$ cat src/sv/afzc_pkg.sv
package afzc_pkg;

  // Bit clock ticks per bit period (legal range 2..15).
  localparam int TicksPerBit = 8;

  localparam int CdW = 4;
  localparam int ShiftReloadRaw = TicksPerBit + TicksPerBit / 2;
  localparam int ShiftReloadSat = (ShiftReloadRaw > 15) ? 15 : ShiftReloadRaw;

  localparam logic [CdW-1:0] CD_BIT    = CdW'(TicksPerBit);
  localparam logic [CdW-1:0] CD_SHIFT  = CdW'(ShiftReloadSat);

  localparam logic [7:0] FLAG_BYTE   = 8'h7E;
  localparam logic [7:0] TALLY_LIMIT = 8'd250;
  localparam logic [7:0] TALLY_FULL  = 8'd8;
  localparam logic [2:0] STUFF_RUN   = 3'd5;
  localparam logic [2:0] ONES_MAX    = 3'd7;

  // Carrier tone codes
  localparam logic [1:0] TONE_NONE = 2'd0;
  localparam logic [1:0] TONE_1200 = 2'd1;
  localparam logic [1:0] TONE_2200 = 2'd2;

  // Operation codes
  localparam logic OP_EDGE = 1'b0;
  localparam logic OP_TICK = 1'b1;

  // Configuration register indexes
  localparam logic [2:0] REG_BAND_HIGH_MIN = 3'd0;
  localparam logic [2:0] REG_BAND_HIGH_MAX = 3'd1;
  localparam logic [2:0] REG_BAND_LOW_MIN  = 3'd2;
  localparam logic [2:0] REG_BAND_LOW_MAX  = 3'd3;
  localparam logic [2:0] REG_CARRIER_HOLD  = 3'd4;

  localparam logic [15:0] RST_BAND_HIGH_MIN = 16'd800;
  localparam logic [15:0] RST_BAND_HIGH_MAX = 16'd877;
  localparam logic [15:0] RST_BAND_LOW_MIN  = 16'd1417;
  localparam logic [15:0] RST_BAND_LOW_MAX  = 16'd1675;
  localparam logic [7:0]  RST_CARRIER_HOLD  = 8'd64;

  typedef struct packed {
    logic        operation;
    logic [15:0] edge_period;
  } in_item_t;

  typedef struct packed {
    logic       byte_valid;
    logic [7:0] data_byte;
    logic [1:0] carrier_tone;
  } out_item_t;

  typedef struct packed {
    logic [15:0] band_high_min;
    logic [15:0] band_high_max;
    logic [15:0] band_low_min;
    logic [15:0] band_low_max;
    logic [7:0]  carrier_hold;
  } cfg_t;

  // Classified item passed from front to back. tone == TONE_NONE on an
  // edge means the period fell outside both bands.
  typedef struct packed {
    logic       is_tick;
    logic [1:0] tone;
  } cmd_t;

endpackage

$ cat src/sv/afzc_front.sv
module afzc_front (
  input  logic               clk,
  input  logic               rst_n,
  input  afzc_pkg::cfg_t     cfg,
  input  logic               push,
  output logic               full,
  input  afzc_pkg::in_item_t item,
  output logic               cmd_avail,
  input  logic               cmd_take,
  output afzc_pkg::cmd_t     cmd
);

  afzc_pkg::cmd_t cls;
  afzc_pkg::cmd_t q_r [2];
  logic           wr_ptr_r, rd_ptr_r;
  logic [1:0]     cnt_r;
  logic           do_push, do_pop;

  // Band classification; the 1200 Hz band wins on overlap.
  always_comb begin
    cls.is_tick = (item.operation == afzc_pkg::OP_TICK);
    if (item.edge_period > cfg.band_low_min && item.edge_period < cfg.band_low_max) begin
      cls.tone = afzc_pkg::TONE_1200;
    end else if (item.edge_period > cfg.band_high_min &&
                 item.edge_period < cfg.band_high_max) begin
      cls.tone = afzc_pkg::TONE_2200;
    end else begin
      cls.tone = afzc_pkg::TONE_NONE;
    end
  end

  assign full      = (cnt_r == 2'd2);
  assign cmd_avail = (cnt_r != 2'd0);
  assign do_push   = push && !full;
  assign do_pop    = cmd_take && cmd_avail;
  assign cmd       = q_r[rd_ptr_r];

  always_ff @(posedge clk) begin
    if (!rst_n) begin
      wr_ptr_r <= 1'b0;
      rd_ptr_r <= 1'b0;
      cnt_r    <= 2'd0;
    end else begin
      if (do_push) begin
        wr_ptr_r <= ~wr_ptr_r;
      end
      if (do_pop) begin
        rd_ptr_r <= ~rd_ptr_r;
      end
      case ({do_push, do_pop})
        2'b10:   cnt_r <= cnt_r + 2'd1;
        2'b01:   cnt_r <= cnt_r - 2'd1;
        default: cnt_r <= cnt_r;
      endcase
    end
  end

  always_ff @(posedge clk) begin
    if (do_push) begin
      q_r[wr_ptr_r] <= cls;
    end
  end

  a_cnt_bound: assert property (@(posedge clk) disable iff (!rst_n)
    cnt_r != 2'd3) else $error("cmd queue count overflow");

  a_ptr_track: assert property (@(posedge clk) disable iff (!rst_n)
    (cnt_r == 2'd0 || cnt_r == 2'd2) |-> (wr_ptr_r == rd_ptr_r))
    else $error("cmd queue pointers disagree with count");

  a_full_hold: assert property (@(posedge clk) disable iff (!rst_n)
    (full && !cmd_take) |=> full) else $error("cmd queue lost an entry");

endmodule

$ cat src/sv/afzc_back.sv
module afzc_back (
  input  logic                clk,
  input  logic                rst_n,
  input  logic [7:0]          carrier_hold,
  input  logic                cmd_avail,
  output logic                cmd_take,
  input  afzc_pkg::cmd_t      cmd,
  output logic                res_empty,
  input  logic                res_pop,
  output afzc_pkg::out_item_t res
);

  logic [1:0]               tone_r, tone_nxt;
  logic                     shift_seen_r, shift_seen_nxt;
  logic [7:0]               hold_r, hold_nxt;
  logic [7:0]               sbyte_r, sbyte_nxt;
  logic [7:0]               tally_r, tally_nxt;
  logic [2:0]               ones_r, ones_nxt;
  logic [afzc_pkg::CdW-1:0] cd_r, cd_nxt;
  logic                     synced_r, synced_nxt;
  logic                     shifted, emit;

  afzc_pkg::out_item_t q_r [2];
  afzc_pkg::out_item_t res_item;
  logic                wr_ptr_r, rd_ptr_r;
  logic [1:0]          cnt_r;
  logic                res_full, do_pop;

  assign res_full  = (cnt_r == 2'd2);
  assign res_empty = (cnt_r == 2'd0);
  assign cmd_take  = cmd_avail && !res_full;
  assign do_pop    = res_pop && !res_empty;
  assign res       = q_r[rd_ptr_r];

  always_comb begin
    tone_nxt       = tone_r;
    shift_seen_nxt = shift_seen_r;
    hold_nxt       = hold_r;
    sbyte_nxt      = sbyte_r;
    tally_nxt      = tally_r;
    ones_nxt       = ones_r;
    cd_nxt         = cd_r;
    synced_nxt     = synced_r;
    shifted        = 1'b0;
    emit           = 1'b0;

    if (!cmd.is_tick) begin
      if (cmd.tone != afzc_pkg::TONE_NONE) begin
        if (tone_r != cmd.tone) begin
          shift_seen_nxt = 1'b1;
        end
        tone_nxt = cmd.tone;
        hold_nxt = carrier_hold;
      end else if (hold_r != 8'd0) begin
        hold_nxt = hold_r - 8'd1;
      end else begin
        tone_nxt = afzc_pkg::TONE_NONE;
      end
    end else if (tone_r == afzc_pkg::TONE_NONE) begin
      synced_nxt = 1'b0;
    end else begin
      if (shift_seen_r) begin
        shift_seen_nxt = 1'b0;
        if (ones_r != afzc_pkg::STUFF_RUN) begin
          sbyte_nxt = {1'b0, sbyte_r[7:1]};
          tally_nxt = tally_r + 8'd1;
          shifted   = 1'b1;
        end
        cd_nxt   = afzc_pkg::CD_SHIFT;
        ones_nxt = 3'd0;
      end else if (cd_r <= afzc_pkg::CdW'(1)) begin
        sbyte_nxt = {1'b1, sbyte_r[7:1]};
        tally_nxt = tally_r + 8'd1;
        shifted   = 1'b1;
        cd_nxt    = afzc_pkg::CD_BIT;
        if (ones_r < afzc_pkg::ONES_MAX) begin
          ones_nxt = ones_r + 3'd1;
        end
      end else begin
        cd_nxt = cd_r - afzc_pkg::CdW'(1);
      end

      if (shifted) begin
        if (sbyte_nxt == afzc_pkg::FLAG_BYTE) begin
          tally_nxt  = afzc_pkg::TALLY_FULL;
          synced_nxt = 1'b1;
        end
        if (synced_nxt && tally_nxt >= afzc_pkg::TALLY_FULL) begin
          emit      = 1'b1;
          tally_nxt = 8'd0;
        end else if (tally_nxt > afzc_pkg::TALLY_LIMIT) begin
          tally_nxt = afzc_pkg::TALLY_FULL;
        end
      end
    end

    res_item.byte_valid   = emit;
    res_item.data_byte    = emit ? sbyte_nxt : 8'd0;
    res_item.carrier_tone = tone_nxt;
  end

  always_ff @(posedge clk) begin
    if (!rst_n) begin
      tone_r       <= afzc_pkg::TONE_NONE;
      shift_seen_r <= 1'b0;
      hold_r       <= 8'd0;
      sbyte_r      <= 8'd0;
      tally_r      <= 8'd0;
      ones_r       <= 3'd0;
      cd_r         <= afzc_pkg::CD_BIT;
      synced_r     <= 1'b0;
    end else if (cmd_take) begin
      tone_r       <= tone_nxt;
      shift_seen_r <= shift_seen_nxt;
      hold_r       <= hold_nxt;
      sbyte_r      <= sbyte_nxt;
      tally_r      <= tally_nxt;
      ones_r       <= ones_nxt;
      cd_r         <= cd_nxt;
      synced_r     <= synced_nxt;
    end
  end

  // Result queue
  always_ff @(posedge clk) begin
    if (!rst_n) begin
      wr_ptr_r <= 1'b0;
      rd_ptr_r <= 1'b0;
      cnt_r    <= 2'd0;
    end else begin
      if (cmd_take) begin
        wr_ptr_r <= ~wr_ptr_r;
      end
      if (do_pop) begin
        rd_ptr_r <= ~rd_ptr_r;
      end
      case ({cmd_take, do_pop})
        2'b10:   cnt_r <= cnt_r + 2'd1;
        2'b01:   cnt_r <= cnt_r - 2'd1;
        default: cnt_r <= cnt_r;
      endcase
    end
  end

  always_ff @(posedge clk) begin
    if (cmd_take) begin
      q_r[wr_ptr_r] <= res_item;
    end
  end

  a_edge_no_byte: assert property (@(posedge clk) disable iff (!rst_n)
    (cmd_take && !cmd.is_tick) |-> !res_item.byte_valid)
    else $error("edge beat produced a byte");

  a_drop_sync: assert property (@(posedge clk) disable iff (!rst_n)
    (cmd_take && cmd.is_tick && tone_r == afzc_pkg::TONE_NONE) |=> !synced_r)
    else $error("sync kept without carrier");

  a_emit_clears: assert property (@(posedge clk) disable iff (!rst_n)
    (cmd_take && emit) |=> (tally_r == 8'd0 && synced_r))
    else $error("byte emitted without tally reset");

  a_res_bound: assert property (@(posedge clk) disable iff (!rst_n)
    cnt_r != 2'd3) else $error("result queue count overflow");

endmodule

$ cat src/sv/afsk_zero_cross_nrzi_decoder.sv
// Channel  Handshake          Payload                      Direction
// input    in_push / in_full  in_data  (operation, period)  in
// result   out_pop / out_empty out_data (byte, tone)        out
// config   cfg_we             cfg_addr, cfg_wdata           in
//
// One item per cycle sustained while out_pop keeps up; each item yields one result beat.
// A beat is registered in the command queue, then in the result queue, to reach out_data.
// Front classifies periods against the bands into a 2-deep command queue;
// back runs the carrier/NRZI/flag state and fills a 2-deep result queue.
// Reset (rst_n low, synchronous) loads band and hold defaults and empties both queues.
// A stalled out_pop backs up result queue, then command queue, then in_full.
module afsk_zero_cross_nrzi_decoder (
  input  logic                clk,
  input  logic                rst_n,
  input  logic                in_push,
  output logic                in_full,
  input  afzc_pkg::in_item_t  in_data,
  output logic                out_empty,
  input  logic                out_pop,
  output afzc_pkg::out_item_t out_data,
  input  logic                cfg_we,
  input  logic [2:0]          cfg_addr,
  input  logic [15:0]         cfg_wdata
);

  afzc_pkg::cfg_t cfg_r;
  afzc_pkg::cmd_t cmd;
  logic           cmd_avail;
  logic           cmd_take;

  // Configuration registers; writes past the last index are dropped.
  always_ff @(posedge clk) begin
    if (!rst_n) begin
      cfg_r.band_high_min <= afzc_pkg::RST_BAND_HIGH_MIN;
      cfg_r.band_high_max <= afzc_pkg::RST_BAND_HIGH_MAX;
      cfg_r.band_low_min  <= afzc_pkg::RST_BAND_LOW_MIN;
      cfg_r.band_low_max  <= afzc_pkg::RST_BAND_LOW_MAX;
      cfg_r.carrier_hold  <= afzc_pkg::RST_CARRIER_HOLD;
    end else if (cfg_we) begin
      case (cfg_addr)
        afzc_pkg::REG_BAND_HIGH_MIN: cfg_r.band_high_min <= cfg_wdata;
        afzc_pkg::REG_BAND_HIGH_MAX: cfg_r.band_high_max <= cfg_wdata;
        afzc_pkg::REG_BAND_LOW_MIN:  cfg_r.band_low_min  <= cfg_wdata;
        afzc_pkg::REG_BAND_LOW_MAX:  cfg_r.band_low_max  <= cfg_wdata;
        afzc_pkg::REG_CARRIER_HOLD:  cfg_r.carrier_hold  <= cfg_wdata[7:0];
        default: ;
      endcase
    end
  end

  // Front: period classification and command queue.
  afzc_front u_front (
    .clk       (clk),
    .rst_n     (rst_n),
    .cfg       (cfg_r),
    .push      (in_push),
    .full      (in_full),
    .item      (in_data),
    .cmd_avail (cmd_avail),
    .cmd_take  (cmd_take),
    .cmd       (cmd)
  );

  // Back: carrier tracking, bit recovery, flag sync, result queue.
  afzc_back u_back (
    .clk          (clk),
    .rst_n        (rst_n),
    .carrier_hold (cfg_r.carrier_hold),
    .cmd_avail    (cmd_avail),
    .cmd_take     (cmd_take),
    .cmd          (cmd),
    .res_empty    (out_empty),
    .res_pop      (out_pop),
    .res          (out_data)
  );

endmodule

$ cat config.mk
export PLATFORM = sky130hd
export DESIGN_NAME = afsk_zero_cross_nrzi_decoder
export DESIGN_NICKNAME = d
export VERILOG_FILES = /design/src/sv/afzc_pkg.sv /design/src/sv/afzc_front.sv /design/src/sv/afzc_back.sv /design/src/sv/afsk_zero_cross_nrzi_decoder.sv
export SDC_FILE = /design/constraint.sdc
export NUM_CORES = 1
export LEC_CHECK = 0
export ABC_AREA = 1
export BUFFER_PORTS_ARGS = -buffer_cell sky130_fd_sc_hd__buf_2
export CAP_MARGIN = 10
export CORE_AREA = 5 5 169 171
export CTS_CLUSTER_SIZE = 8
export DETAILED_ROUTE_END_ITERATION = 8
export DIE_AREA = 0 0 174 176
export MAX_ROUTING_LAYER = met4
export PLACE_DENSITY = 0.47
export SKIP_LAST_GASP = 1
export SYNTH_ARGS = -nofsm -noshare
export SYNTH_HDL_FRONTEND = slang
export SYNTH_SLANG_ARGS = --single-unit
$ cat constraint.sdc
create_clock -name clk -period 3.3 [get_ports clk]
set_clock_uncertainty 0.2 [all_clocks]
set_input_delay 0.66 -clock clk [delete_from_list [all_inputs] [get_ports clk]]
set_output_delay 0.66 -clock clk [all_outputs]
set_load 0.02 [all_outputs]
==> metrics.md <==
| Metric | Value |
|---|---|
| Status | `completed` |
| Layout cells sized above 1 | `about 13%` |
| Die height | `around 180 um` |
| Worst-skew pair later-pin latency | `roughly 0.43 ns` |
| WP data arrival | `between 2 and 3 ns` |
| RSZ-0062 raised after global routing | `no` |
| Post-synth EDFFs | `28` |
| DRC violations left | `0` |
| Post-Synth Adder-Cell Area | `11.67%` |
| Number of gates resized after cts | `0` |
| Worst Hold Class | `in2reg` |
| Worst R2R Setup Slack | `roughly 0.7 ns` |
| Tmin final | `roughly 2.6 ns` |
| Setup TNS | `0 ns` |
| TritonCTS clock tree | `done` |
| Fin. max-slew vios | `0` |
| Dominant cells by area after synthesis | `dfxtp_1 (31%), ha_1 (12%), edfxtp_1 (11%), a21oi_1 (7.3%), inv_1 (7.3%)` |
| CTS max path bufs | `2` |
| I/O pins | `between 50 and 60` |
| Area share of the largest cell type after synthesis | `30.77%` |
| Synth cell types | `41` |
| Final cell count without fillers | `1,371` |
| Setup CP Type | `reg2reg` |
| Syn avg cell area | `~8 sq um` |
| Storage cell area | `between 3000 and 4000 sq um` |
| Synth Warn # | `0` |
| Area occupied by multi-input gates | `between 3000 and 4000 sq um` |
| Worst-Margin Slew | `0.7779 ns` |
| Leakage | `roughly 3.8 nW` |
| Post-synthesis compound-gate area fraction | `about 19%` |
| Cells after synthesis | `slightly below 1,000` |
| Filler cell count | `approximately 2,800` |
| Synth Area in XOR/XNOR | `0.9042%` |
| Data required, critical path | `3.41 ns` |
| Starting Density | `28.48%` |
| Final wirelength | `approximately 18,000 um` |
| Vias | `6,249` |
| Vias per cell | `between 4 and 5` |
| Die W | `between 150 and 200 um` |
| Rows | `60` |
| Critical Path Fanout Max | `13` |
| Simple-Gate Fraction of Synth Area | `between 15 and 20%` |
| Mux share of post-synthesis cell area | `1.891%` |
| Largest net degree at the start of global routing | `slightly below 80` |
| Final setup violation count | `0` |
| First-pass GRT wire length | `slightly above 30,000 um` |
| Synthesized area | `around 7600 sq um` |
| Die Footprint | `30,620 sq um` |
| Crit path capture | `u_back.hold_r[6]` |
| Max incr delay on CP | `0.40 ns` |
| Count of final hold-check violations | `0` |
| Fmax | `~380 MHz` |
| Wire length per cell | `about 13 um` |
| Number of post-CTS setup repair buffers | `0` |
| Commonest cells in the netlist | `inv_1 (148), nand2_1 (145), dfxtp_1 (117)` |
| Final period utilization | `between 70% and 80%` |
| Async S/R FF share, synth | `0%` |
| Top-count cell post-synth | `inv_1` |
| Top cell by count, worst path | `nand2_1` |
| Root buf cell | `clkbuf_16` |
| R2R Path End | `u_back.hold_r[6]` |
| Area delta synth->final | `16.23%` |
| Worst R2R Path Depth | `10` |
| Dpl hpwl | `between 10,000 and 15,000 um` |
| TritonRoute pass-1 iters | `4` |
| Worst path cell trace | `mux2i_1 > nand2_1 > clkinv_1 > nand2_1 > nand2_1 > inv_1 > o21ai_0 > a21oi_1 > a21oi_1 > nor2_1` |
| CTS Buf Count | `17` |
| Iter 0 DRT Violations | `270` |
| Worst-path clk slew | `~0.06 ns` |
| Dominant synthesized flop cell | `dfxtp_1` |
| RD Place Congestion | `between 0.7 and 0.8` |
| Main combinational cell family by area after synthesis | `compound AO/OA/AOI/OAI gates` |
| CTS H-tree depth | `4` |
| Post-synthesis sequential area ratio | `approximately two fifths` |
| GRT Total Usage | `roughly an eighth` |
| Routed Antenna Nets | `0` |
| Syn nets | `between 1,000 and 1,500` |
| Crit. End Element | `register` |
| ANT cells | `0` |
| Cell Count Post-Placement | `1,339` |
| Port bufs | `53` |
| Maximum vdd ir drop | `around 0.00023 V` |
| Sink count of the clock tree | `~150` |
| Number of max-cap violations | `0` |
| Global route overflow | `0` |
| Nets | `1,129` |
| PwrDens | `668.6 nW/um^2` |
| Synth Register Bits | `about 150` |
| Hold Buf Count CTS | `0` |
| Crit path launch type | `register` |
| Critical Path Slowest Stage Cell | `dfxtp_1` |
| Core Region | `between 20,000 and 30,000 sq um` |
| Synth area leader | `dfxtp_1` |
| Number of global-route vias before repair | `just over 6,000` |
| Initial antenna violation count | `0` |
| Rel. slew slack | `between 40% and 50%` |
## sequential cells by signal, indices dropped and copies added, names as in the netlist, named ones only
name and cells:
u_back.hold_r 8, u_back.cnt_r 2, u_front.q_r 6, u_back.sbyte_r 8, u_back.tally_r 8, u_back.rd_ptr_r 1, u_back.shift_seen_r 1, u_front.rd_ptr_r 1
u_back.wr_ptr_r 1, u_back.synced_r 1, u_back.tone_r 2, u_front.wr_ptr_r 1, u_back.ones_r 3, u_back.cd_r 4, u_back.q_r 22, u_front.cnt_r 2
cfg_r 72
## worst max-delay path: cells and delay by family, from the launching register on
kind                   cells  cell delay, ns
muxes                      1            0.35
buffers and inverters      2            0.46
DFF                        1            0.40
and+or+nand+nor            4            0.76
AOI/OAI and AO/OA          3            0.32
## layer usage
| metal | global-route usage [%] | wire length [um] |
|---|---|---|
| met1 | 15.74 | 8726 |
| met3 | 2.570 | 575 |
| met2 | 21.29 | 8745 |
| met4 | 2.705 | 159 |
| met5 | - | 0 |
## area by class of cell
cell class / count / share of cell area, %
tap: 341 / 4.823
clock buffer: 21 / 5.446
clock inverter: 11 / 1.047
multi-input combinational: 636 / 42.32
sequential: 145 / 35.98
inverter: 154 / 6.535
timing repair buffer: 63 / 3.847
## cell families (layout without fill, tap and decap cells)
| family | after synthesis | after routing |
|---|---|---|
| DFF | 145 | 145 |
| buffers and inverters | 180 | 249 |
| adders and majority gates | 71 | 71 |
| and+or+nand+nor | 284 | 284 |
| xor gates and xnor gates | 7 | 7 |
| AOI/OAI and AO/OA | 261 | 261 |
| muxes | 13 | 13 |
## report_power, final
| group | switching [W] | total, W | internal, W |
|---|---|---|---|
| logic | 0.00117 | 0.00179 | 0.000616 |
| clock network | 0.000816 | 0.00188 | 0.00107 |
| registers | 0.000149 | 0.00224 | 0.00209 |
| total | 0.00214 | 0.00591 | 0.00378 |
## cell usage in the layout (no fill, tap or decap), types with 2 or more instances in the layout
cell,n
nand2_1,145
nor3_1,6
dfxtp_1,117
mux2_2,11
a31oi_1,3
nand3_1,32
a21oi_1,111
clkbuf_8,2
buf_2,53
o21ai_0,106
clkinvlp_4,4
o211ai_1,17
edfxtp_1,28
inv_2,5
o21ai_1,2
mux2i_1,2
o21bai_1,2
inv_8,2
nor2_1,68
o21a_1,2
nand4_1,7
inv_1,148
ha_1,71
o22ai_1,6
a211oi_1,6
nor2_2,11
nand2_4,3
nor4_1,3
buf_4,10
o221ai_1,3
xor2_1,5
nand2_2,4
clkbuf_16,18
inv_6,4
## per-stage QoR
step	utilization [%]	total power, W	setup WS (ns)	area (sq um)	hold slack, ns
floorplan	-	0.003571	1.027	7611	0.2245
global placement	30.95	0.004083	0.5926	8272	0.2361
detailed placement	30.95	0.004093	0.6026	8272	0.2453
CTS	33.10	0.006006	0.6443	8846	0.2182
global route	33.10	0.006347	0.3839	8846	0.2210
finish	33.10	0.005915	0.6974	8846	0.2390
## worst min-delay path by stage
stage	depth (start not counted)	slack [ns]	endpoint	startpoint
detailed placement	1	0.25	register	u_front.rd_ptr_r
finish	1	0.24	u_front.q_r[0][2]	in_data[16]
floorplan	2	0.22	cfg_r[2]	cfg_r[2]
global placement	1	0.24	u_back.rd_ptr_r	u_back.rd_ptr_r
CTS	1	0.22	u_front.q_r[0][2]	in_data[16]
global route	1	0.22	u_front.q_r[0][2]	in_data[16]
Power figures use the tool's default switching activity.
